--- config.mk ---
export PLATFORM = sky130hd
export DESIGN_NAME = pel_front
export DESIGN_NICKNAME = d
export VERILOG_FILES = /design/src/rtl/pel_pkg.sv /design/src/rtl/pel_front.sv
export SDC_FILE = /design/constraint.sdc
export NUM_CORES = 1
export LEC_CHECK = 0
export ABC_AREA = 1
export BUFFER_PORTS_ARGS = -buffer_cell sky130_fd_sc_hd__buf_2
export CAP_MARGIN = 5
export CORE_AREA = 2 2 106 83
export CTS_CLUSTER_DIAMETER = 50
export CTS_CLUSTER_SIZE = 24
export DETAILED_ROUTE_END_ITERATION = 12
export DIE_AREA = 0 0 108 85
export PLACE_DENSITY_LB_ADDON = 0.15
export SYNTH_ARGS = -nofsm -noshare
export SYNTH_HDL_FRONTEND = slang
export SYNTH_SLANG_ARGS = --single-unit
export TNS_END_PERCENT = 5
--- constraint.sdc ---
create_clock -name clk -period 17.8 [get_ports clk]
set_input_delay 2.67 -clock clk [delete_from_list [all_inputs] [get_ports clk]]
set_output_delay 2.67 -clock clk [all_outputs]
set_load 0.02 [all_outputs]
--- src/rtl/pel_pkg.sv ---
`timescale 1ns / 1ps
// pel_pkg: types, codes and color expansion helpers for the palette lookup block.
// No dependencies; imported by every module of the block.
package pel_pkg;

    // item opcodes
    localparam logic [1:0] OP_WRITE = 2'd0;
    localparam logic [1:0] OP_LOOK8 = 2'd1;
    localparam logic [1:0] OP_QUAD  = 2'd2;
    localparam logic [1:0] OP_NONE  = 2'd3;

    // palette source formats
    localparam logic [1:0] FMT_1555 = 2'd0;
    localparam logic [1:0] FMT_565  = 2'd1;
    localparam logic [1:0] FMT_4444 = 2'd2;
    localparam logic [1:0] FMT_8888 = 2'd3;

    localparam int MAX5 = 31;
    localparam int MAX6 = 63;

    // command queue between front and back
    localparam int CMDQ_DEPTH = 2;

    typedef struct packed {
        logic [1:0]  opcode;
        logic [7:0]  entry_index;
        logic [31:0] data_word;
    } item_t;

    typedef struct packed {
        logic [31:0] pixel_top_left;
        logic [31:0] pixel_top_right;
        logic [31:0] pixel_bottom_left;
        logic [31:0] pixel_bottom_right;
        logic        is_quad;
    } result_t;

    // classified command; data holds the expanded color, the quad nibbles or the raw word
    typedef struct packed {
        logic [1:0]  kind;
        logic        hit;
        logic [7:0]  index;
        logic [31:0] data;
    } cmd_t;

    // floor(v*255/31) = 8v + floor(7v/31)
    function automatic logic [7:0] widen5(logic [4:0] v);
        logic [7:0] t;
        logic [2:0] q;
        begin
            t = {v, 3'b000} - {3'b000, v};
            q = 3'd0;
            for (int k = 1; k <= 7; k++)
            begin
                if (t >= 8'(MAX5 * k))
                    q = q + 3'd1;
            end
            widen5 = {v, 3'b000} + {5'd0, q};
        end
    endfunction

    // floor(v*255/63) = 4v + floor(3v/63)
    function automatic logic [7:0] widen6(logic [5:0] v);
        logic [7:0] t;
        logic [1:0] q;
        begin
            t = {1'b0, v, 1'b0} + {2'b00, v};
            q = 2'd0;
            for (int k = 1; k <= 3; k++)
            begin
                if (t >= 8'(MAX6 * k))
                    q = q + 2'd1;
            end
            widen6 = {v, 2'b00} + {6'd0, q};
        end
    endfunction

    // v*255/15 = 17v exactly
    function automatic logic [7:0] widen4(logic [3:0] v);
        widen4 = {v, v};
    endfunction

    function automatic logic [31:0] expand_word(logic [1:0] fmt, logic [31:0] w);
        logic [7:0]  a;
        logic [7:0]  r;
        logic [7:0]  g;
        logic [7:0]  b;
        logic [31:0] y;
        begin
            a = 8'h00;
            r = 8'h00;
            g = 8'h00;
            b = 8'h00;
            y = w;
            case (fmt)
                FMT_1555:
                begin
                    b = widen5(w[4:0]);
                    g = widen5(w[9:5]);
                    r = widen5(w[14:10]);
                    a = w[15] ? 8'hFF : 8'h00;
                    y = {a, r, g, b};
                end
                FMT_565:
                begin
                    b = widen5(w[4:0]);
                    g = widen6(w[10:5]);
                    r = widen5(w[15:11]);
                    a = 8'hFF;
                    y = {a, r, g, b};
                end
                FMT_4444:
                begin
                    b = widen4(w[3:0]);
                    g = widen4(w[7:4]);
                    r = widen4(w[11:8]);
                    a = widen4(w[15:12]);
                    y = {a, r, g, b};
                end
                default:
                    y = w;
            endcase
            expand_word = y;
        end
    endfunction

endpackage

--- src/rtl/pel_front.sv ---
`timescale 1ns / 1ps
// pel_front: format register, item classification and color expansion of writes.
// Depends on pel_pkg.
module pel_front #(
    parameter int PALETTE_ENTRIES = 256
) (
    input  logic          clk,
    input  logic          rst_n,
    input  logic          cfg_we,
    input  logic [1:0]    cfg_wdata,
    input  logic          push,
    input  pel_pkg::item_t item,
    input  logic          stall,
    output logic          full,
    output logic          cmd_push,
    output pel_pkg::cmd_t cmd
);
    import pel_pkg::*;

    logic [1:0] format_reg;
    logic       hit;

    always_ff @(posedge clk or negedge rst_n)
    begin
        if (!rst_n)
            format_reg <= FMT_1555;
        else if (cfg_we)
            format_reg <= cfg_wdata;
    end

    assign hit = ({24'd0, item.entry_index} < 32'(PALETTE_ENTRIES));

    assign full     = stall;
    // unused opcode is taken and dropped here
    assign cmd_push = push && !stall && (item.opcode != OP_NONE);

    always_comb
    begin
        cmd.kind  = item.opcode;
        cmd.index = item.entry_index;
        cmd.hit   = hit;
        cmd.data  = item.data_word;
        case (item.opcode)
            OP_WRITE: cmd.data = expand_word(format_reg, item.data_word);
            OP_QUAD:  cmd.hit  = 1'b1;
            default:  cmd.data = item.data_word;
        endcase
    end

endmodule

Yosys cells after proc, flatten, opt, wreduce, memory -nomap -nowiden
Index checks and enable logic that the tools add are counted.
W data, S select, Z words.
{"block": "totals", "mem_bits_ro": 0, "reg_bits": 2, "n_memories": 0, "input_bits": 49, "output_inout_bits": 45, "latch_bits": 0, "wordCells": 199, "ramBits": 0}
{"block": "classes", "addsub": 43, "mux": 116, "multipliers": 0, "shift": 0, "reduce_logical": 5, "n_lt_le_gt_ge": 31, "div_mod_pow": 0, "eq_ne": 3, "n_bitwise": 0}
{"op": "$mux W3", "n": 100}
{"op": "$ge A8 B8 Y1 const B", "n": 13}
{"op": "$pmux W32 S3", "n": 1}
{"op": "$add A3 B1 Y3 const B", "n": 30}
{"op": "$ge A8 B7 Y1 const B", "n": 9}
{"op": "$add A8 B3 Y8", "n": 5}
{"op": "$ge A8 B6 Y1 const B", "n": 5}
{"op": "$ge A8 B5 Y1 const B", "n": 4}
{"op": "$mux W32", "n": 1}
{"op": "$sub A8 B5 Y8", "n": 4}
{"op": "$mux W2", "n": 8}
{"op": "$add A7 B6 Y8", "n": 1}
{"op": "$add A8 B2 Y8", "n": 1}
{"op": "$mux W8", "n": 1}
{"op": "$mux W1", "n": 5}
{"op": "$add A2 B1 Y2 const B", "n": 2}
{"op": "$logic_not A2 Y1", "n": 2}
{"op": "$eq A2 B1 Y1 const B", "n": 1}
{"op": "$eq A2 B2 Y1 const B", "n": 1}
{"op": "$logic_and A1 B1 Y1", "n": 2}
{"op": "$ne A2 B2 Y1 const B", "n": 1}
{"op": "$logic_not A1 Y1", "n": 1}

Depth between registers and ports, before layout
Gate-level depths: netlist of the first run.
{"block": "depth", "depth_word": 32, "mapped_depth": 38, "mapped_depth_nobuf": 37}

Least setup slack after synthesis of the first run
Ideal clock, no wire load.
{"block": "synth_path", "path_kind": "input port to output port", "start": "input item[9] (netlist name)", "end": "output cmd[9] (netlist name)", "path_buffers": 0, "cell_stages": 31, "required_ns": 15.130, "t_arrival_ns": 6.935, "setup_slack_ns": 8.195, "path_cell_list": "inv_1 ha_1 nand2_1 nand2_1 nor2_2 nand2_1 nand2_1 nand2_2 nor2_1 and3_1 inv_1 ha_1 inv_1 nand2_2 nand2_2 inv_1 ha_1 or2_1 o21ai_0 inv_1 ha_1 or2_2 a21boi_0 ha_1 nand2_1 nand2_1 ha_1 o21ai_0 inv_1 nand2_1 a21oi_1"}
{"element": "start: declaration", "line_no": "pel_front.sv:12", "text": "input pel_pkg::item_t item,"}
{"element": "end: declaration", "line_no": "pel_front.sv:16", "text": "output pel_pkg::cmd_t cmd"}

==> reports/metrics.yaml, run 1 <==
hold_buffers: 0
ys_ff_latch: 2
syn_area_per_cell_um2: 5.62
grt_pass1_vias: 4585
num_io_pins: 94
num_antenna_cells: 0
vdd_drop_max_mv: 0.0418
post-dp-hpwl_mm: 9.81
drv_slew: 0
whs_ns: 0.694
synthArstFlopShare_pct: 100
cts_resized: 0
leakage_nw: 2.90
drive_gt1_share_pct: 21.1
syn_area_mm2: 0.00445
yosysSeqAreaShare_pct: 1.12
slowest_stage: "ha_1"
relSlewSlack_pct: 19.9
drt_iter0_drc: 305
drt_pass1_iterations: 5
grt_pass1_wl_mm: 20.0
cp_max_fo: 11
rr_startpoint: "format_reg[0]"
cts_setup_buffers: 0
layout.nets: 962
end_kind: "output pin"
post-place-ws_ns: 7.58
largest_reg_flops: 2
grt-ovfl-total: 0
power_density_mw_per_mm2: 53.5
die_y_um: 85
yosysTopAreaCellShare_pct: 19.6
synth_cell_types: 52
finalSetupViolCount: 0
crit_start: "item[13]"
hold_violations: 0
yosysTopAreaCell: "nand2_1"
wl_per_cell_um: 12.4
syn_nets: 902
crit_family: "adder cells"
dieArea_mm2: 0.00918
dieWidth_um: 108
period_needed_ns: 10.26
initial_core_util_pct: 54.6
cp_slowest_stage_delay_ns: 0.38
vias_per_cell: 5.23
path_buf_inv: 7
numCtsBuffers: 3
post-route-period-util_pct: 57.6
status: "completed"
drc: 0
synth_edf_count: 0
syn_inst: 792
ys.warnings.count: 0
antenna_found_initial: 0
cp.required_ns: 15.13
htreeDepth: 1
tns_ns: 0
critPathLaunchType: "primary input"
placed_cells: 955
grtUsageTotal_pct: 25.6
cp.arrival_ns: 7.59
drv_cap: 0
hp-class: "reg -> reg"
gp_congestion: 0.915
fmax_mhz: 97.5
clk_pin_slew_ns: 0.03
vias: 5011
tightest_slew_ns: 1.20
cp_common_cell: "nand2_1"
hp-start: "format_reg[0]"
fp-row-count: 29
cts_tree: "yes"
core_region_area_mm2: 0.00816
antenna_left: 0
portBuffers: 76
clk_latency_ns: 0.23
clkSinkCount: 2
grt_start_max_net_pins: 21
ys_top_cells_by_area: "nand2_1, ha_1, inv_1"
skew_ns: 0
fin_ws_ns: 7.54
fillCellCount: 852
syn_to_final_growth_pct: 9.41
power.total_uw: 261
clockBufferDepth: 2
synth_top_flop_cell: "dfrtp_1"
criticalPathCategory: "in -> out"
totalWireLength_mm: 11.9
root_buffer: "clkbuf_8"
post_layout_nonfiller_instances: 958
rsz0062_at_grt: "no"
worst paths after layout:
check,end,slack (ns),cells past startpoint
setup / recovery,cmd[17],7.54,33
hold / removal,format_reg[0],0.69,2
setup reg to reg,format_reg[0],17.02,2
hold reg to reg,format_reg[0],0.69,2
max in group asynchronous,format_reg[1],15.48,1
min in group asynchronous,format_reg[0],2.22,1
cells in the mapped netlist, types with 5 or more instances:
| master | number |
|---|---|
| xor2_1 | 14 |
| nand2_1 | 232 |
| nand4_1 | 6 |
| inv_1 | 113 |
| o21ai_0 | 35 |
| inv_2 | 16 |
| nor2_1 | 68 |
| nand2_4 | 11 |
| buf_4 | 13 |
| xnor2_1 | 7 |
| nand3_1 | 76 |
| a21oi_1 | 16 |
| clkbuf_1 | 5 |
| nor2_2 | 5 |
| nand2_2 | 37 |
| nand3_2 | 9 |
| ha_1 | 60 |
cell usage in the layout, fill, tap and decap left out, drive strengths merged, types with 2 or more instances in the layout:
cell    count
nand3b      4
a32oi       4
clkbuf      3
o21bai      2
buf        78
o21ai      41
nand3      86
nand2     280
nand4       6
xnor2       9
o21a        2
o211ai      4
xor2       16
and3        2
o221ai      4
ha         60
a21oi      20
a21boi      2
a221oi      2
or2         5
dfrtp       2
inv       131
nor2       78
a31oi       2
power by group:
part | internal (mW) | total (mW) | switching (mW)
sequential | 0.00499 | 0.00562 | 0.000636
combinational | 0.0817 | 0.235 | 0.153
clock | 0.0145 | 0.0201 | 0.00561
total | 0.101 | 0.261 | 0.159
per-layer routing:
metal / global-route usage, % / up-vias / share of wire (%)
met1: 36.6 / 2219 / 49
li1: - / 2609 / -
met2: 42.2 / 163 / 43
met5: 0 / - / 0
met4: 6.76 / 0 / 1.8
met3: 0.845 / 20 / 6.1
cells by family after synthesis:
family / share of synthesized area, %
other: 0.0842
AOI/OAI and AO/OA: 12.0
and+or+nand+nor: 49.3
xor gates and xnor gates: 5.59
DFF: 1.12
adders and majority gates: 17.3
buffers and inverters: 14.6
per-stage QoR:
stage                     area, um2  utilization (%)
final                          4870             59.7
after detailed placement       4830             59.2
after global placement         4830             59.2
after CTS                      4870             59.7
after floorplan                4450                -
after global routing           4870             59.7
cell type report:
cell class	count	area (um2)	share of cell area, %
tap	108	135	2.77
multi-input combinational	636	3750	77.0
timing repair buffer	78	395	8.11
inverter	131	497	10.2
sequential	2	50.0	1.03
clock buffer	3	41.3	0.847
worst register-to-register path, cell delays in order, from the launching register on:
cell and delay (ns):
dfrtp_1 0.44, inv_1 0.11, o21ai_0 0.15
Note: power is estimated with default switching activity, not from simulation.
==> run 2, diff against run 1 <==
==> constraint.sdc (replaced) <==
create_clock -name clk -period 9.5 [get_ports clk]
set_input_delay 1.425 -clock clk [delete_from_list [all_inputs] [get_ports clk]]
set_output_delay 1.425 -clock clk [all_outputs]
set_load 0.02 [all_outputs]
==> run 2 against run 1 <==
Compared with the run above: first-iteration DRC count is 2.6% lower; die area unchanged; non-clock buffer count unchanged; cell count unchanged; worst setup slack worse by 5.9 ns.
==> reports/metrics.yaml, run 2 (same netlist as run 1, synthesis figures left out) <==
rsz0062_at_grt: "no"
initial_core_util_pct: 54.6
cp_max_fo: 10
cp-endpoint: "cmd[10]"
cts_tree: "yes"
skew_ns: 0
critPathLaunchType: "primary input"
vdd_drop_max_mv: 0.0698
totalWireLength_mm: 11.8
portBuffers: 76
r2r_slack_ns: 8.72
hold_violations: 0
cts_setup_buffers: 0
reg2regPathDepth: 2
power_density_mw_per_mm2: 99.7
largest_reg_flops: 2
cp.required_ns: 8.08
crit_start: "item[9]"
cp.arrival_ns: 6.42
leakage_nw: 2.90
fmax_mhz: 127
clk_latency_ns: 0.22
vias: 4985
fin_util_pct: 59.7
drt_iter0_drc: 297
antenna_found_initial: 0
grt_start_max_net_pins: 21
syn_to_final_growth_pct: 9.41
drc: 0
reg2reg_to: "format_reg[1]"
end_kind: "output pin"
grt_pass1_vias: 4490
cp_slowest_stage_delay_ns: 0.35
drv_slew: 0
status: "completed"
grtUsageTotal_pct: 25.6
criticalPathCategory: "in -> out"
dieWidth_um: 108
num_io_pins: 94
post-dp-hpwl_mm: 9.81
p_int_uw: 190
root_buffer: "clkbuf_8"
core_region_area_mm2: 0.00816
clkSinkCount: 2
period_needed_ns: 7.84
rr_startpoint: "format_reg[1]"
tns_ns: 0
final_common_cell: "nand2_1"
cts_resized: 0
power.net_switching_uw: 296
drive_gt1_share_pct: 21.1
post-route-period-util_pct: 82.6
vias_per_cell: 5.20
tightest_slew_ns: 1.15
switching_share_pct: 61.0
fp-row-count: 29
layout.nets: 962
drt_pass1_iterations: 5
fin_ws_ns: 1.66
num_antenna_cells: 0
antenna_left: 0
drv_cap: 0
p_seq_share_pct: 2.1
cp_common_cell: "nand2_1"
clk_pin_slew_ns: 0.03
dieArea_mm2: 0.00918
slowest_stage: "ha_1"
gp_congestion: 0.910
die_y_um: 85
pwr-share-clk_pct: 7.5
htreeDepth: 1
finalSetupViolCount: 0
placed_cells: 955
post_layout_nonfiller_instances: 958
clockBufferDepth: 2
wl_per_cell_um: 12.3
numCtsBuffers: 3
hp-class: "reg -> reg"
hold_buffers: 0
holdPathStages: 2
post-place-ws_ns: 1.70
grt_pass1_wl_mm: 19.8
layout_common_cells: "nand2_1, inv_1, nand3_1, buf_2, nor2_1"
grt-ovfl-total: 0
pwr-share-comb_pct: 90.4
relSlewSlack_pct: 23.3
-- run 2: cell counts in the layout (fill, tap and decap cells not counted) --
No cell type changed its count.
-- run 2: worst min path at each step --
stage / start / endpoint
floorplan: format_reg[0] / format_reg[0]
global placement: format_reg[0] / format_reg[0]
detailed placement: format_reg[0] / format_reg[0]
CTS: format_reg[0] / format_reg[0]
global route: format_reg[1] / format_reg[1]
finish: format_reg[0] / format_reg[0]
-- run 2: worst max-delay path: cells and delay by family --
| family | cells | cell delay (ns) |
|---|---|---|
| buffers and inverters | 6 | 0.70 |
| adders and majority gates | 6 | 1.72 |
| and+or+nand+nor | 17 | 2.14 |
| AOI/OAI and AO/OA | 3 | 0.45 |
-- run 2: per-stage QoR --
stage | power (mW) | hold slack (ns) | area (um2)
final | 0.486 | 0.682 | 4870
after global routing | 0.551 | 0.746 | 4870
after CTS | 0.485 | 0.667 | 4870
after detailed placement | 0.446 | 0.666 | 4830
after global placement | 0.432 | 0.663 | 4830
after floorplan | 0.357 | 0.590 | 4450
-- run 2: final cells by class --
cell class,count,area (um2)
clock buffers,3,41.3
fillers,826,3290
inverters,131,497
multi-input cells,636,3750
flip-flops and latches,2,50.0
well taps,108,135
repair buffers,78,395
-- run 2: metal layers --
layer / vias up / GRT usage (%) / wire length, um / share of wire, %
met5: - / 0 / 0 / 0
met4: 0 / 3.50 / 92 / 0.78
met3: 8 / 0.845 / 713 / 6.0
met2: 155 / 44.3 / 5300 / 45
met1: 2209 / 36.3 / 5700 / 48
li1: 2613 / - / - / -
-- run 2: power by group through the flow --
stage | clock [mW] | sequential [mW] | combinational, mW
after detailed placement | 0 | 0.0104 | 0.436
after global routing | 0.0380 | 0.0107 | 0.503
final | 0.0362 | 0.0104 | 0.439
after floorplan | 0 | 0.0101 | 0.347
after global placement | 0 | 0.0105 | 0.422
after CTS | 0.0360 | 0.0104 | 0.439
