## src/rtl/pel_pkg.sv

```systemverilog
`timescale 1ns / 1ps
// pel_pkg: types, codes and color expansion helpers for the palette lookup block.
// No dependencies; imported by every module of the block.
package pel_pkg;

    // item opcodes
    localparam logic [1:0] OP_WRITE = 2'd0;
    localparam logic [1:0] OP_LOOK8 = 2'd1;
    localparam logic [1:0] OP_QUAD  = 2'd2;
    localparam logic [1:0] OP_NONE  = 2'd3;

    // palette source formats
    localparam logic [1:0] FMT_1555 = 2'd0;
    localparam logic [1:0] FMT_565  = 2'd1;
    localparam logic [1:0] FMT_4444 = 2'd2;
    localparam logic [1:0] FMT_8888 = 2'd3;

    localparam int MAX5 = 31;
    localparam int MAX6 = 63;

    // command queue between front and back
    localparam int CMDQ_DEPTH = 2;

    typedef struct packed {
        logic [1:0]  opcode;
        logic [7:0]  entry_index;
        logic [31:0] data_word;
    } item_t;

    typedef struct packed {
        logic [31:0] pixel_top_left;
        logic [31:0] pixel_top_right;
        logic [31:0] pixel_bottom_left;
        logic [31:0] pixel_bottom_right;
        logic        is_quad;
    } result_t;

    // classified command; data holds the expanded color, the quad nibbles or the raw word
    typedef struct packed {
        logic [1:0]  kind;
        logic        hit;
        logic [7:0]  index;
        logic [31:0] data;
    } cmd_t;

    // floor(v*255/31) = 8v + floor(7v/31)
    function automatic logic [7:0] widen5(logic [4:0] v);
        logic [7:0] t;
        logic [2:0] q;
        begin
            t = {v, 3'b000} - {3'b000, v};
            q = 3'd0;
            for (int k = 1; k <= 7; k++)
            begin
                if (t >= 8'(MAX5 * k))
                    q = q + 3'd1;
            end
            widen5 = {v, 3'b000} + {5'd0, q};
        end
    endfunction

    // floor(v*255/63) = 4v + floor(3v/63)
    function automatic logic [7:0] widen6(logic [5:0] v);
        logic [7:0] t;
        logic [1:0] q;
        begin
            t = {1'b0, v, 1'b0} + {2'b00, v};
            q = 2'd0;
            for (int k = 1; k <= 3; k++)
            begin
                if (t >= 8'(MAX6 * k))
                    q = q + 2'd1;
            end
            widen6 = {v, 2'b00} + {6'd0, q};
        end
    endfunction

    // v*255/15 = 17v exactly
    function automatic logic [7:0] widen4(logic [3:0] v);
        widen4 = {v, v};
    endfunction

    function automatic logic [31:0] expand_word(logic [1:0] fmt, logic [31:0] w);
        logic [7:0]  a;
        logic [7:0]  r;
        logic [7:0]  g;
        logic [7:0]  b;
        logic [31:0] y;
        begin
            a = 8'h00;
            r = 8'h00;
            g = 8'h00;
            b = 8'h00;
            y = w;
            case (fmt)
                FMT_1555:
                begin
                    b = widen5(w[4:0]);
                    g = widen5(w[9:5]);
                    r = widen5(w[14:10]);
                    a = w[15] ? 8'hFF : 8'h00;
                    y = {a, r, g, b};
                end
                FMT_565:
                begin
                    b = widen5(w[4:0]);
                    g = widen6(w[10:5]);
                    r = widen5(w[15:11]);
                    a = 8'hFF;
                    y = {a, r, g, b};
                end
                FMT_4444:
                begin
                    b = widen4(w[3:0]);
                    g = widen4(w[7:4]);
                    r = widen4(w[11:8]);
                    a = widen4(w[15:12]);
                    y = {a, r, g, b};
                end
                default:
                    y = w;
            endcase
            expand_word = y;
        end
    endfunction

endpackage

```

## src/rtl/pel_cmd_fifo.sv

```systemverilog
`timescale 1ns / 1ps
// pel_cmd_fifo: short command queue between front and back.
// Depends on pel_pkg (cmd_t, CMDQ_DEPTH, power of two).
module pel_cmd_fifo (
    input  logic          clk,
    input  logic          rst_n,
    input  logic          wr_en,
    input  pel_pkg::cmd_t wr_data,
    output logic          full,
    input  logic          rd_en,
    output pel_pkg::cmd_t rd_data,
    output logic          empty
);
    import pel_pkg::*;

    localparam int PW = (CMDQ_DEPTH > 1) ? $clog2(CMDQ_DEPTH) : 1;

    cmd_t          entry_reg [CMDQ_DEPTH];
    logic [PW-1:0] wr_ptr_reg;
    logic [PW-1:0] rd_ptr_reg;
    logic [PW:0]   count_reg;
    logic [PW:0]   count_next;
    logic          do_wr;
    logic          do_rd;

    assign full    = (count_reg == (PW+1)'(CMDQ_DEPTH));
    assign empty   = (count_reg == '0);
    assign do_wr   = wr_en && !full;
    assign do_rd   = rd_en && !empty;
    assign rd_data = entry_reg[rd_ptr_reg];

    always_comb
    begin
        count_next = count_reg;
        if (do_wr && !do_rd)
            count_next = count_reg + 1'b1;
        else if (do_rd && !do_wr)
            count_next = count_reg - 1'b1;
    end

    always_ff @(posedge clk or negedge rst_n)
    begin
        if (!rst_n)
        begin
            wr_ptr_reg <= '0;
            rd_ptr_reg <= '0;
            count_reg  <= '0;
        end
        else
        begin
            if (do_wr)
                wr_ptr_reg <= wr_ptr_reg + 1'b1;
            if (do_rd)
                rd_ptr_reg <= rd_ptr_reg + 1'b1;
            count_reg <= count_next;
        end
    end

    always_ff @(posedge clk)
    begin
        if (do_wr)
            entry_reg[wr_ptr_reg] <= wr_data;
    end

endmodule

```

## config.mk

```make
export PLATFORM = sky130hd
export DESIGN_NAME = pel_cmd_fifo
export DESIGN_NICKNAME = d
export VERILOG_FILES = /design/src/rtl/pel_pkg.sv /design/src/rtl/pel_cmd_fifo.sv
export SDC_FILE = /design/constraint.sdc
export NUM_CORES = 1
export LEC_CHECK = 0
export BUFFER_PORTS_ARGS = -buffer_cell sky130_fd_sc_hd__buf_4
export CORE_AREA = 3 3 113 115
export DETAILED_ROUTE_END_ITERATION = 8
export DIE_AREA = 0 0 116 118
export PLACE_DENSITY = 0.59
export SLEW_MARGIN = 30
export SYNTH_ARGS = -nofsm -noshare
export SYNTH_HDL_FRONTEND = slang
export SYNTH_SLANG_ARGS = --single-unit
```

## constraint.sdc

```tcl
create_clock -name clk -period 3.8 [get_ports clk]
set_input_delay 0.19 -clock clk [delete_from_list [all_inputs] [get_ports clk]]
set_output_delay 0.19 -clock clk [all_outputs]
set_load 0.01 [all_outputs]
```

Word level (Yosys, flattened, before mapping)
Memory sizes are Yosys's and may differ from the RTL's. Index checks and enable logic that the tools add are counted. W data, S select, Z words.

Flip-flop bits (word level): 4. RAM bits: 86. Output and inout bits: 45. Logic and storage cells: 23. Memories: 1.

$add $sub $neg: 4. Equal/unequal tests: 1. Mux-type cells: 4. Reduce and logical (&&, ||, !) cells: 10.

Memory list: entry_reg (depth 2, width 43, read ports 1, clocked after memory_dff 0, wr ports 1, RTL line pel_cmd_fifo.sv:18) `cmd_t entry_reg [CMDQ_DEPTH];`.

Operator list (count): $logic_and A1 B1 Y1 (4); $logic_not A1 Y1 (4); $mux W2 (2); $add A1 B1 Y1 const B (2); $add A2 B1 Y2 const B (1); $eq A2 B2 Y1 const B (1); $logic_not A2 Y1 (1); $mux W1 (2); $reduce_bool A2 Y1 (1); $sub A2 B1 Y2 const B (1).

Longest topological paths before layout
Gate-level depths: netlist of the first run.

Word-level depth: 7. Mapped depth: 7.

Least setup slack after synthesis of the first run
OpenSTA, ideal clock, no wires.

Kind: reg2reg. From: register count_reg[0]. To: memory entry_reg[0][0] (netlist name), enable pin. Setup time: 0.443 ns. Arrival: 2.458 ns. Path slack: 0.899 ns. Stages on the path, launching flop included: 4. Path buffers: 0. Cell sequence: dfrtp_1 -> nand2b_1 -> nand2_1 -> nor2_1.

Cells in the longest elaborated chain, start to end: 5.

RTL lines: start: declaration (RTL line pel_cmd_fifo.sv:21) `logic [PW:0] count_reg;`; start signal: assignment (RTL line pel_cmd_fifo.sv:55) `count_reg <= count_next;`; $eq A2 B2 Y1 (RTL line pel_cmd_fifo.sv:26) `assign full = (count_reg == (PW+1)'(CMDQ_DEPTH));`; $logic_not A1 Y1 (RTL line pel_cmd_fifo.sv:28) `assign do_wr = wr_en && !full;`; $logic_and A1 B1 Y1 (RTL line pel_cmd_fifo.sv:28); $mux W1 (RTL line pel_cmd_fifo.sv:61) `if (do_wr)`; $mux W1 (not written as such) (RTL line pel_cmd_fifo.sv:62) `entry_reg[wr_ptr_reg] <= wr_data;`; end: declaration (RTL line pel_cmd_fifo.sv:18).

Every way passes these cells.

==> results of run 1 <==
## critical path, stage by stage (launching register included)
cell and delay, ns:
dfrtp_2 0.92, buf_4 0.48, mux2_4 0.34, buf_4 0.15
## synth_stat cells, drive strengths merged
| library cell | instances |
|---|---|
| buf | 5 |
| inv | 2 |
| xor2 | 2 |
| ha | 1 |
| nand2 | 1 |
| mux2 | 43 |
| nor2 | 3 |
| xnor2 | 3 |
| edfxtp | 86 |
| o21ai | 1 |
| nand2b | 1 |
| and3 | 1 |
| dfrtp | 4 |
## cell usage in the layout, fill, tap and decap left out
cell / instances
buf_4: 93
edfxtp_1: 86
mux2_4: 39
clkbuf_16: 9
mux2_2: 4
xnor2_1: 3
clkinv_1: 3
dfrtp_1: 3
inv_1: 2
nor2_1: 2
xor2_1: 2
nand2b_1: 1
nand2_1: 1
o21ai_1: 1
and3_4: 1
nor2_4: 1
ha_1: 1
clkbuf_1: 1
clkinv_4: 1
clkinvlp_4: 1
bufinv_16: 1
dlygate4sd3_1: 1
dfrtp_2: 1
## power groups by stage
stage	clock network (mW)	registers, mW	logic (mW)
floorplan	0	1.44	0.848
global placement	0	1.52	1.18
detailed placement	0	1.53	1.19
CTS	0.877	1.51	1.19
global route	0.922	1.53	1.25
finish	0.845	1.50	1.16
## area by class of cell
type | count | area share (%)
clock buffers | 10 | 4.98
multi-input cells | 56 | 15.9
flip-flops and latches | 90 | 58.3
well taps | 147 | 4.00
repair buffers | 94 | 15.4
inverters | 2 | 0.163
clock inverters | 6 | 1.25
## routing by layer
metal / wire, um / vias up / track usage [%]
met5: 0 / - / 0
met4: 136 / 0 / 5.44
met3: 553 / 14 / 4.11
met2: 2920 / 69 / 14.1
met1: 2490 / 805 / 11.2
li1: - / 795 / -
## how the worst max path moves through the flow
stage | start | endpoint | slack (ns) | depth (start not counted)
finish | rd_ptr_reg$_DFFE_PN0P_ | rd_data[23] | 1.37 | 3
global route | rd_ptr_reg$_DFFE_PN0P_ | rd_data[23] | 1.24 | 3
CTS | rd_ptr_reg$_DFFE_PN0P_ | rd_data[35] | 1.29 | 3
detailed placement | count_reg[0]$_DFFE_PN0P_ | entry_reg[0][29]$_DFFE_PP_ | 1.56 | 4
global placement | count_reg[0]$_DFFE_PN0P_ | entry_reg[0][11]$_DFFE_PP_ | 1.66 | 4
floorplan | count_reg[0]$_DFFE_PN0P_ | entry_reg[0][0]$_DFFE_PP_ | 0.90 | 3
## cells by family after synthesis
family | after synthesis | share of synthesized area [%]
compound gates | 1 | 0.143
xor+xnor | 5 | 1.25
fa+ha+maj | 1 | 0.357
buf+inv | 7 | 2.82
flops | 90 | 76.6
mux | 43 | 18.0
simple gates | 6 | 0.786
## stage by stage
stage                     hold WS, ns  cell area, um2  util [%]  instances
after floorplan                -0.106            3500         -        153
after global placement        -0.0106            4300      36.1        388
after detailed placement     -0.00911            4310      36.1        388
after global routing           0.0207            4600      38.6        405
after CTS                      0.0171            4600      38.6        405
final                          0.0384            4600      38.6        405
## repair_timing
| item | CTS | global route |
|---|---|---|
| gates resized for setup | 0 | 0 |
| hold buffers | 1 | 0 |
| hold endpoints to repair | 4 | 0 |
| endpoints found under the setup margin | 0 | 0 |
| buffers inserted | 0 | 0 |
==> flow_metrics.env, run 1 <==
export IMPL_clk_path_buf_depth=2
export IMPL_nFillCells=1092
export IMPL_grt_pass1_vias=1796
export IMPL_wl_um=6100
export IMPL_critPathLaunchType="register"
export IMPL_cp_required_ns=3.61
export IMPL_fin_setup_tns_ns=0
export IMPL_path_class="register to output port"
export IMPL_total_power_mw=3.50
export IMPL_dr_pass1_iters=4
export IMPL_clock_latency_ns=0.33
export IMPL_nets=301
export IMPL_drcViolationCount=0
export IMPL_regToRegSetupSlack_ns=1.62
export IMPL_track_usage_pct=9.43
export IMPL_wl_per_cell_um=15.1
export IMPL_vias_per_cell=4.16
export IMPL_holdPathEnd="entry_reg[1][21]$_DFFE_PP_"
export IMPL_seq_power_share_pct=42.9
export IMPL_fp_dieW_um=116
export IMPL_leakagePower_nw=1.82
export IMPL_n_antenna_cell=0
export IMPL_clk_pin_slew_ns=0.06
export IMPL_drive_gt1_share_pct=58.5
export IMPL_ys_top_cells_by_area="edfxtp_1 (74%), mux2_4 (17%), dfrtp_1 (2.9%), buf_12 (2.3%), mux2_2 (1.3%)"
export IMPL_dieArea_um2=13700
export IMPL_coreArea_um2=11900
export IMPL_start_util_pct=29.4
export IMPL_cts_root_buf="clkbuf_16"
export IMPL_post_place_ws_ns=1.56
export IMPL_fmax_mhz=412
export IMPL_gp_congestion=0.678
export IMPL_status="finished, final reports clean"
export IMPL_largest_register_ffs=86
export IMPL_grt_max_degree=44
export IMPL_yosysTopAreaCell="edfxtp_1"
export IMPL_pin_count=92
export IMPL_cts_htree_levels=3
export IMPL_drv_cap=0
export IMPL_r2r_start="count_reg[0]$_DFFE_PN0P_"
export IMPL_ys_seq_area_share_pct=76.6
export IMPL_slew_viol_final=0
export IMPL_drtIter0Drc=75
export IMPL_syn_inst=153
export IMPL_powerDensity_nw_per_um2=762
export IMPL_ant_nets=0
export IMPL_grt_antenna_before_repair=0
export IMPL_multi_input_area_um2=732
export IMPL_clock_skew_ns=0.00567
export IMPL_syn2layout_area_growth_pct=31.5
export IMPL_rsz0062_at_grt="false"
export IMPL_ys_types=15
export IMPL_r2r_end="entry_reg[0][38]$_DFFE_PP_"
export IMPL_holdPathStages=1
export IMPL_dieHeight_um=118
export IMPL_seqCellArea_um2=2680
export IMPL_timing_final_ws_setup_ns=1.37
export IMPL_vias=1683
export IMPL_syn_area_um2=3500
export IMPL_grt_overflow=0
export IMPL_numClockSinks=90
export IMPL_crit_path_end_kind="output port"
export IMPL_holdCritStartpoint="wr_data[21]"
export IMPL_grt_pass1_wl_um=9470
export IMPL_syn_avg_cell_area_um2=22.9
export IMPL_min_path_type="input port to register"
export IMPL_synth_warnings=0
export IMPL_hold_violations=0
export IMPL_dp_hpwl_um=3970
export IMPL_num_rows=40
export IMPL_tightest_slew_ns=0.894
export IMPL_vdd_drop_max_mv=0.604
export IMPL_relSlewSlack_pct=40.3
export IMPL_p_switching_mw=0.970
export IMPL_synth_seq_cells=90
export IMPL_p_int_mw=2.54
export IMPL_synth_nets=201
export IMPL_period_share_pct=63.8
export IMPL_synthDominantCellAreaShare_pct=73.8
export IMPL_p_sw_share_pct=27.7
export IMPL_power_frac_comb_pct=33.0
export IMPL_setup_viol=0
export IMPL_r2r_cells=4
export IMPL_cts_made_buffers=9
export IMPL_pwr_share_clk_pct=24.1
export IMPL_path_max_fanout=26
export IMPL_fin_crit_ns=2.43
export IMPL_port_buffers=91
export IMPL_crit_arrival_ns=2.24
export IMPL_cts_tree="done"
Note: power is estimated with default switching activity, not from simulation.
==> run 2: changes to the inputs <==
ABC_AREA = 1   (was unset)
CORE_AREA = 3 3 110 112   (was 3 3 113 115)
DIE_AREA = 0 0 113 115   (was 0 0 116 118)
PLACE_DENSITY = 0.62   (was 0.59)
clock period = 2.21 ns   (was 3.8 ns; I/O delays follow)
==> run 2 against run 1 <==
Final area increased by 8.1%. Global-route usage up 1.1 points. Via count up 34%. First-iteration DRC count is 28% lower. Sequential share of layout area down 4.4 points. Power is 75% higher. Count of clock-buffer cells in the layout up 2. Clock skew increased by 0.0019 ns. Setup slack lost 0.74 ns. Final cell count rose by 34%. Worst hold slack gained 0.013 ns. Combinational power is 84% higher.
==> flow_metrics.env, run 2 <==
export IMPL_status="finished, final reports clean"
export IMPL_clock_latency_ns=0.32
export IMPL_grt_met1_usage_pct=12.0
export IMPL_ys_types=15
export IMPL_use_met2_pct=18.7
export IMPL_ys_seq_area_share_pct=79.8
export IMPL_met3_usage_pct=2.89
export IMPL_holdCritStartpoint="rd_en"
export IMPL_leakagePower_nw=2.11
export IMPL_vias=2263
export IMPL_drcViolationCount=0
export IMPL_regToRegSetupSlack_ns=0.74
export IMPL_synth_nets=304
export IMPL_vias_per_cell=4.16
export IMPL_r2r_start="count_reg[1]$_DFFE_PN0P_"
export IMPL_critPathLaunchType="register"
export IMPL_drive_gt1_share_pct=28.2
export IMPL_drtIter0Drc=54
export IMPL_yosys_most_used_dff="edfxtp_1"
export IMPL_gp_congestion=0.667
export IMPL_syn_avg_cell_area_um2=13.1
export IMPL_port_buffers=91
export IMPL_drv_cap=0
export IMPL_dp_hpwl_um=3930
export IMPL_start_util_pct=29.7
export IMPL_largest_register_ffs=86
export IMPL_path_class="register to output port"
export IMPL_seqCellArea_um2=2680
export IMPL_dieHeight_um=115
export IMPL_crit_path_end_kind="output port"
export IMPL_cts_made_buffers=9
export IMPL_coreArea_um2=11300
export IMPL_grt_antenna_before_repair=0
export IMPL_powerDensity_nw_per_um2=1230
export IMPL_period_share_pct=71.5
export IMPL_synth_seq_cells=90
export IMPL_vdd_drop_max_mv=0.474
export IMPL_cts_htree_levels=3
export IMPL_synthDominantCellAreaShare_pct=76.8
export IMPL_clk_path_buf_depth=2
export IMPL_crit_arrival_ns=1.47
export IMPL_dieArea_um2=13000
export IMPL_n_antenna_cell=0
export IMPL_path_max_fanout=44
export IMPL_fmax_mhz=633
export IMPL_r2r_cells=6
export IMPL_slew_viol_final=0
export IMPL_wl_um=6550
export IMPL_synth_warnings=0
export IMPL_cts_root_buf="clkbuf_16"
export IMPL_setup_viol=0
export IMPL_clk_pin_slew_ns=0.06
export IMPL_fin_util_pct=43.9
export IMPL_grt_pass1_wl_um=10600
export IMPL_cp_required_ns=2.10
export IMPL_syn_inst=256
export IMPL_rsz0062_at_grt="false"
export IMPL_ys_top_cells_by_area="edfxtp_1 (77%), nand2_1 (15%), dfrtp_1 (3.0%), buf_4 (1.1%), inv_1 (0.78%)"
export IMPL_numClockSinks=90
export IMPL_fin_crit_ns=1.58
export IMPL_cts_tree="done"
export IMPL_hold_violations=0
export IMPL_holdPathEnd="rd_ptr_reg$_DFFE_PN0P_"
export IMPL_min_path_type="input port to register"
export IMPL_yosysMostFrequentCell="nand2_1"
export IMPL_clock_skew_ns=0.00761
export IMPL_pin_count=92
export IMPL_layout_cells_most_common="nand2_1"
export IMPL_yosysTopAreaCell="edfxtp_1"
export IMPL_fp_dieW_um=113
export IMPL_yosys_top_cells_count="nand2_1 (138), edfxtp_1 (86), inv_1 (7)"
export IMPL_dr_pass1_iters=4
export IMPL_syn_area_um2=3360
export IMPL_post_cts_buffers=0
export IMPL_synth_edf_count=86
export IMPL_grt_pass1_vias=2307
export IMPL_nets=444
export IMPL_grt_overflow=0
export IMPL_r2r_end="entry_reg[0][21]$_DFFE_PP_"
export IMPL_fin_setup_tns_ns=0
export IMPL_ant_nets=0
export IMPL_grt_max_degree=45
export IMPL_num_rows=39
export IMPL_wl_per_cell_um=12.0
export IMPL_nFillCells=998
export IMPL_mostFrequentLayoutCells="nand2_1 (138), buf_4 (92), edfxtp_1 (86), dlygate4sd3_1 (44), clkbuf_16 (9)"
export IMPL_syn2layout_area_growth_pct=48.0
export IMPL_relSlewSlack_pct=68.5
export IMPL_holdPathStages=3
export IMPL_track_usage_pct=10.6
export IMPL_async_reset_ff_share_pct=4.44
export IMPL_tightest_slew_ns=0.473
export IMPL_top_usage_layer="met2"
export IMPL_multi_input_area_um2=596
==> run 2: critical path, stage by stage, from the launching register on <==
cell,delay [ns]
dfrtp_2,0.38
buf_4,0.42
nand2_1,0.09
nand2_1,0.11
buf_4,0.13
==> run 2: per-stage QoR <==
stage / setup WS [ns] / power (mW) / std cells / cell area, um2 / hold WS, ns
after CTS: 0.573 / 6.26 / 544 / 4970 / 0.0346
after detailed placement: 0.750 / 4.60 / 484 / 4220 / -0.0889
after floorplan: 0.0727 / 3.58 / 256 / 3360 / -0.185
after global routing: 0.473 / 6.56 / 544 / 4970 / 0.0659
final: 0.630 / 6.13 / 544 / 4970 / 0.0516
after global placement: 0.823 / 4.56 / 484 / 4220 / -0.0897
==> run 2: per-layer routing <==
metal | vias to the layer above | wire length [um] | part of all wire [%]
met5 | - | 0 | 0
met4 | 0 | 113 | 1.7
met3 | 10 | 348 | 5.3
met2 | 72 | 3320 | 51
met1 | 1048 | 2770 | 42
li1 | 1133 | - | -
==> run 2: layout make-up <==
type	instances	area share (%)
Timing Repair Buffer	138	23.5
Multi-Input combinational cell	149	12.0
Inverter	8	0.654
Tap cell	143	3.60
Clock inverter	4	1.53
Clock buffer	12	4.75
Sequential cell	90	53.9
==> run 2: worst max path at each step <==
stage / from / endpoint / slack [ns] / depth (start not counted)
after floorplan: count_reg[1]$_DFFE_PN0P_ / entry_reg[1][0]$_DFFE_PP_ / 0.07 / 3
final: rd_ptr_reg$_DFFE_PN0P_ / rd_data[35] / 0.63 / 4
after global placement: count_reg[1]$_DFFE_PN0P_ / entry_reg[1][38]$_DFFE_PP_ / 0.82 / 4
after CTS: rd_ptr_reg$_DFFE_PN0P_ / rd_data[25] / 0.57 / 4
after global routing: rd_ptr_reg$_DFFE_PN0P_ / rd_data[17] / 0.47 / 4
after detailed placement: count_reg[1]$_DFFE_PN0P_ / entry_reg[0][34]$_DFFE_PP_ / 0.75 / 6
==> run 2: where the power goes <==
group          internal, mW  leakage, nW  switching [mW]
clock network         0.993        0.147           0.576
logic                 0.904         1.12            1.22
registers              2.33        0.847           0.104
total                  4.23         2.11            1.90
==> run 2: logic make-up after synthesis <==
| kind of cell | synth area share (%) |
|---|---|
| and+or+nand+nor | 16.6 |
| DFF | 79.8 |
| buffers and inverters | 2.68 |
| AOI/OAI and AO/OA | 0.298 |
| xor gates and xnor gates | 0.261 |
| adders and majority gates | 0.372 |
==> run 2: timing repair <==
action / CTS / global route
hold buffers: 44 / 0
gates resized for setup: 0 / 0
endpoints found under the hold margin: 90 / 0
